<file path="config.mk">
export PLATFORM = sky130hd
export DESIGN_NAME = lecf_sqrt
export DESIGN_NICKNAME = d
export VERILOG_FILES = /design/src/rtl/lecf_sqrt.sv
export SDC_FILE = /design/constraint.sdc
export NUM_CORES = 2
export LEC_CHECK = 0
export BUFFER_PORTS_ARGS = -buffer_cell sky130_fd_sc_hd__buf_2
export CAP_MARGIN = 15
export CORE_UTILIZATION = 55
export DETAILED_ROUTE_END_ITERATION = 6
export PLACE_DENSITY = 0.75
export SLEW_MARGIN = 20
export SYNTH_ARGS = -nofsm -noshare
export SYNTH_HDL_FRONTEND = slang
export SYNTH_SLANG_ARGS = --single-unit
</file>
<file path="constraint.sdc">
create_clock -name clk -period 14.5 [get_ports clk]
set_clock_uncertainty 0.2 [all_clocks]
set_input_delay 0.725 -clock clk [delete_from_list [all_inputs] [get_ports clk]]
set_output_delay 0.725 -clock clk [all_outputs]
set_load 0.02 [all_outputs]
</file>
<file path="src/rtl/lecf_sqrt.sv">
`timescale 1ns / 1ps
module lecf_sqrt #(
	parameter int ROOT_W = 32,
	parameter int STEPS  = 4
) (
	input  logic                clk,
	input  logic                en,
	input  logic [2*ROOT_W-1:0] radicand,
	output logic [ROOT_W-1:0]   root
);

	localparam int N_ST  = ROOT_W / STEPS;
	localparam int REM_W = ROOT_W + 3;

	logic [2*ROOT_W-1:0] rad_s  [N_ST];
	logic [REM_W-1:0]    rem_s  [N_ST];
	logic [ROOT_W-1:0]   root_s [N_ST];

	logic [2*ROOT_W-1:0] rad_in  [N_ST];
	logic [REM_W-1:0]    rem_in  [N_ST];
	logic [ROOT_W-1:0]   root_in [N_ST];

	genvar k;
	for (k = 0; k < N_ST; k++) begin : g_st
		logic [2*ROOT_W-1:0] rad_nx;
		logic [REM_W-1:0]    rem_nx;
		logic [ROOT_W-1:0]   root_nx;

		if (k == 0) begin : g_first
			assign rad_in[k]  = radicand;
			assign rem_in[k]  = '0;
			assign root_in[k] = '0;
		end else begin : g_next
			assign rad_in[k]  = rad_s[k-1];
			assign rem_in[k]  = rem_s[k-1];
			assign root_in[k] = root_s[k-1];
		end

		// one result bit per step: bring down two radicand bits, try 4*root+1
		always_comb begin
			logic [2*ROOT_W-1:0] rad;
			logic [REM_W-1:0]    rem;
			logic [REM_W-1:0]    trial;
			logic [ROOT_W-1:0]   rt;
			rad = rad_in[k];
			rem = rem_in[k];
			rt  = root_in[k];
			for (int j = 0; j < STEPS; j++) begin
				rem   = {rem[REM_W-3:0], rad[2*ROOT_W-1 -: 2]};
				trial = REM_W'({rt, 2'b01});
				rad   = rad << 2;
				if (rem >= trial) begin
					rem = rem - trial;
					rt  = {rt[ROOT_W-2:0], 1'b1};
				end else begin
					rt  = {rt[ROOT_W-2:0], 1'b0};
				end
			end
			rad_nx  = rad;
			rem_nx  = rem;
			root_nx = rt;
		end

		always_ff @(posedge clk) begin
			if (en) begin
				rad_s[k]  <= rad_nx;
				rem_s[k]  <= rem_nx;
				root_s[k] <= root_nx;
			end
		end
	end

	assign root = root_s[N_ST-1];

endmodule

</file>
Word-level counts from Yosys, hierarchy flattened:

Memory sizes are Yosys's and may differ from the RTL's.
Index checks and enable logic that the tools add are counted.

* register bits after elaboration: 0
* memory bits (writable): 984
* input bits: 66
* output and inout bits: 32
* logic and storage cells: 133
* memories: 3

Memories
* rad_s: depth 8, bits a word 56, rd ports 7, clocked after Yosys merged registers in 0, wr ports 8, line 15 `logic [2*ROOT_W-1:0] rad_s [N_ST];`
* rem_s: depth 8, bits a word 35, rd ports 7, clocked after Yosys merged registers in 0, wr ports 8, line 16 `logic [REM_W-1:0] rem_s [N_ST];`
* root_s: depth 8, bits a word 32, rd ports 8, clocked after Yosys merged registers in 0, wr ports 8, line 17 `logic [ROOT_W-1:0] root_s [N_ST];`

* add/subtract/negate cells: 32
* $lt $le $gt $ge: 32
* mux-type cells: 66

Operators with widths (count)
* $ge 35x34->1: 28
* $mux 33: 24
* $sub 33x33->33: 21
* $mux 35: 8
* $sub 35x34->35: 7
* $ge 35x3->1: 1
* $ge 35x4->1: 1
* $ge 35x5->1: 1
* $sub 35x5->35: 1
* $mux 1: 34
* $sub 33x3->33: 1
* $sub 33x4->33: 1
* $sub 2x1->3 const B: 1
* $ge 2x1->1 const B: 1

Logic depth before layout (Yosys ltp):

An unclocked memory read counts as a cell.

* depth in word-level cells: 9
* mapped depth: 64
* mapped depth without buffers: 57

Worst setup path before layout:

OpenSTA, ideal clock, no wires.

* kind: reg-to-reg
* start: mem root_s[6][10], in the netlist root_s[1][74]
* end: mem root_s[7][0], in the netlist root_s[1][96], data pin
* library setup time: 0.261 ns
* arrival: 12.156 ns
* data required time: 14.039 ns
* slack: 1.883 ns
* cell stages (with the launch flop): 62
* path buffers: 8
* period minus slack after synthesis: 12.617 ns
* cells stage by stage: edfxtp_1 -> inv_1 -> ha_1 -> clkbuf_1 -> a21oi_1 -> o21ai_0 -> nor2_1 -> a311o_1 -> a21oi_1 -> or2_1 -> clkbuf_1 -> clkbuf_1 -> clkbuf_1 -> a21oi_1 -> ha_1 -> and2_1 -> nand3_1 -> or3_1 -> [... 26 more ...] -> nor2_1 -> xnor2_1 -> ha_1 -> a21oi_1 -> nor2b_1 -> o21ai_0 -> nand2b_1 -> a21oi_1 -> nor2b_1 -> o21ai_0 -> nand2b_1 -> a21oi_1 -> nor2_1 -> o31a_1 -> o21ai_0 -> nand3b_1 -> a221o_1 -> a221o_1

RTL lines (line)
* start: declaration: 17

==> impl_metrics.yaml <==
final_layout:
  multi_input_area_um2: 44000
  most-common-layout-cells: "a21oi_1 (710), nor2_1 (707), nand2_1 (634), edfxtp_1 (599), ha_1 (560)"
  drive_above_1_share_pct: 6.96
  finalNetCount: 8354
  mostFrequentLayoutCell: "a21oi_1"
  final_core_util_pct: 59.5
  nFillCells: 10500
  area_delta_synth_final_pct: 7.39
  seqCellArea_um2: 18000
sta:
  setup_viol: 0
  fmax_ghz: 0.0720
  relSlewSlack_pct: 27.5
  tns_ns: 0
  final_max_slew_viol_count: 0
  hold_viol: 0
  rsz0062_at_grt: "false"
  tightest_slew_ns: 1.08
  timing.final.crit_share_pct: 95.8
  fin_crit_ns: 13.89
routing:
  via_per_inst: 6.52
  num_vias: 60700
  ant_nets: 0
  wl_per_cell_um: 22.3
  drt-pass1-iter-count: 6
  wl_um: 208000
  drc: 0
  drt_iter0_markers: 6083
clock_network:
  clock-sinks: 599
  cts_tree: "done"
  clkSlewWorstSetupHoldPaths_ns: 0.06
  cts.path.max_buffers: 3
  htree_levels: 3
  clock-root-buffer: "clkbuf_16"
  clock_latency_ns: 0.70
  post_cts_buffers: 0
  numCtsBuffers: 72
critical_path:
  cp_top_family: "compound AO/OA/AOI/OAI gates"
  path_max_fanout: 25
  critPathKind: "reg -> reg"
  cp_slowest_stage_delay_ns: 0.60
  crit_required_ns: 14.70
  arrival_ns: 14.09
  cp-start-kind: "flop"
  endpoint_kind: "flop"
  cp_slowest_cell: "o311ai_1"
  path_buf_inv: 9
synthesis:
  synth_async_sr_flop_share_pct: 0
  ys_seq_elements: 599
  synth_edf_count: 599
  yosysWarnings: 0
  yosysSeqAreaShare_pct: 27.9
  synth_cells: 7704
  synth_area_per_cell_um2: 8.36
  ys_types: 128
  netlist_area_um2: 64400
  ys.flop_type: "edfxtp_1"
flow_run:
  max-cap-violations: 0
die:
  start_util_pct: 55.4
  core_um2: 116000
  die_w_um: 344
  core.rowCount: 125
  die_y_um: 344
  ios: 98
  die-area_um2: 119000
status:
  status: "finished clean"
global_route:
  grt_max_degree: 86
  grt_pass1_wl_um: 319000
  grt_usage_pct: 34.1
  grt_pass1_vias: 56500
  gr-total-overflow: 0
  antenna_found_initial: 1
placement:
  gp_congestion: 1.02
  dp_hpwl_um: 165000
  numPortBuffers: 97
hold_path:
  hp-class: "in -> reg"
==> what timing repair did <==
action	CTS	global route
hold endpoints to repair	35	0
hold buffers	35	0
setup endpoints to repair	0	34
gates resized for setup	0	7
==> flip-flops by register name, summed over array words and instances (netlist names) <==
name and cells:
rad_s 224, rem_s 231, root_s 144
==> layer usage <==
metal | vias to the layer above | GRT usage (%) | share of wire [%]
met1 | 28800 | 43.8 | 42
li1 | 28900 | - | -
met2 | 2434 | 57.2 | 47
met3 | 523 | 4.73 | 6.6
met4 | 0 | 14.7 | 4.7
met5 | - | 0 | 0
==> cells in the mapped netlist, types with 38 or more instances <==
cell type    n  share of area, %
a21oi_1    710               5.5
nor2_1     707               4.1
nand2_1    635               3.7
edfxtp_1   599                28
ha_1       560                11
xnor2_1    461               6.3
o21ai_0    446               3.5
inv_1      363               2.1
a21o_1     294               3.4
xor2_1     251               3.4
nand3_1    232               1.8
nor3_1     207               1.6
clkbuf_1   168              0.98
nand4_1    136               1.3
nor2b_1     91              0.88
nand2b_1    90              0.87
a31oi_1     88              0.85
and3_1      85              0.83
o21a_1      85              0.99
nor4_1      84              0.82
a211oi_1    81              0.94
o31ai_1     81              0.94
mux2_2      73               1.3
o21bai_1    72              0.84
or3_1       71              0.69
and2_1      70              0.68
o211ai_1    67              0.78
or2_2       54              0.52
nor3b_1     39              0.45
and4_1      38              0.52
mux2i_1     38              0.59
==> kinds of logic after synthesis <==
group	count (synthesis)	share of synthesized area (%)
xor gates and xnor gates	712	9.68
and+or+nand+nor	2734	21.7
AOI/OAI and AO/OA	2353	24.0
DFF	599	27.9
other	1	0.00582
muxes	120	2.02
adders and majority gates	560	10.9
buffers and inverters	625	3.84
==> metrics by stage <==
| step | hold slack [ns] | instance area [µm²] | cells | worst slack, ns |
|---|---|---|---|---|
| finish | 0.0407 | 69200 | 9309 | 0.611 |
| global route | 0.0150 | 69200 | 9307 | 0.0642 |
| CTS | 0.000406 | 69100 | 9306 | 0.424 |
| detailed placement | 0.205 | 66300 | 9142 | 0.453 |
| global placement | 0.200 | 66300 | 9142 | 0.677 |
| floorplan | 0.200 | 64400 | 7707 | 1.88 |
==> layout make-up <==
| class | count | share of cell area (%) |
|---|---|---|
| Multi-Input combinational cell | 6483 | 63.6 |
| Clock inverter | 52 | 0.953 |
| Sequential cell | 599 | 26.0 |
| Antenna cell | 2 | 0.00723 |
| Inverter | 378 | 2.07 |
| Tap cell | 1524 | 2.76 |
| Timing Repair Buffer | 194 | 1.94 |
| Clock buffer | 77 | 2.66 |
==> path summary, 6_finish.rpt <==
| check | start | endpoint | slack (ns) | depth (start not counted) |
|---|---|---|---|---|
| setup / recovery | root_s[0][100] | rem_s[4][19] | 0.61 | 47 |
| setup reg to reg | root_s[0][100] | rem_s[4][19] | 0.61 | 47 |
| hold reg to reg | rad_s[4][42] | rad_s[5][50] | 0.20 | 0 |
| hold / removal | radicand[34] | rad_s[0][34] | 0.04 | 1 |
Power is left out: the tool's default activity adds up to more than one toggle a clock period on the data nets, which glitch-free logic cannot reach.
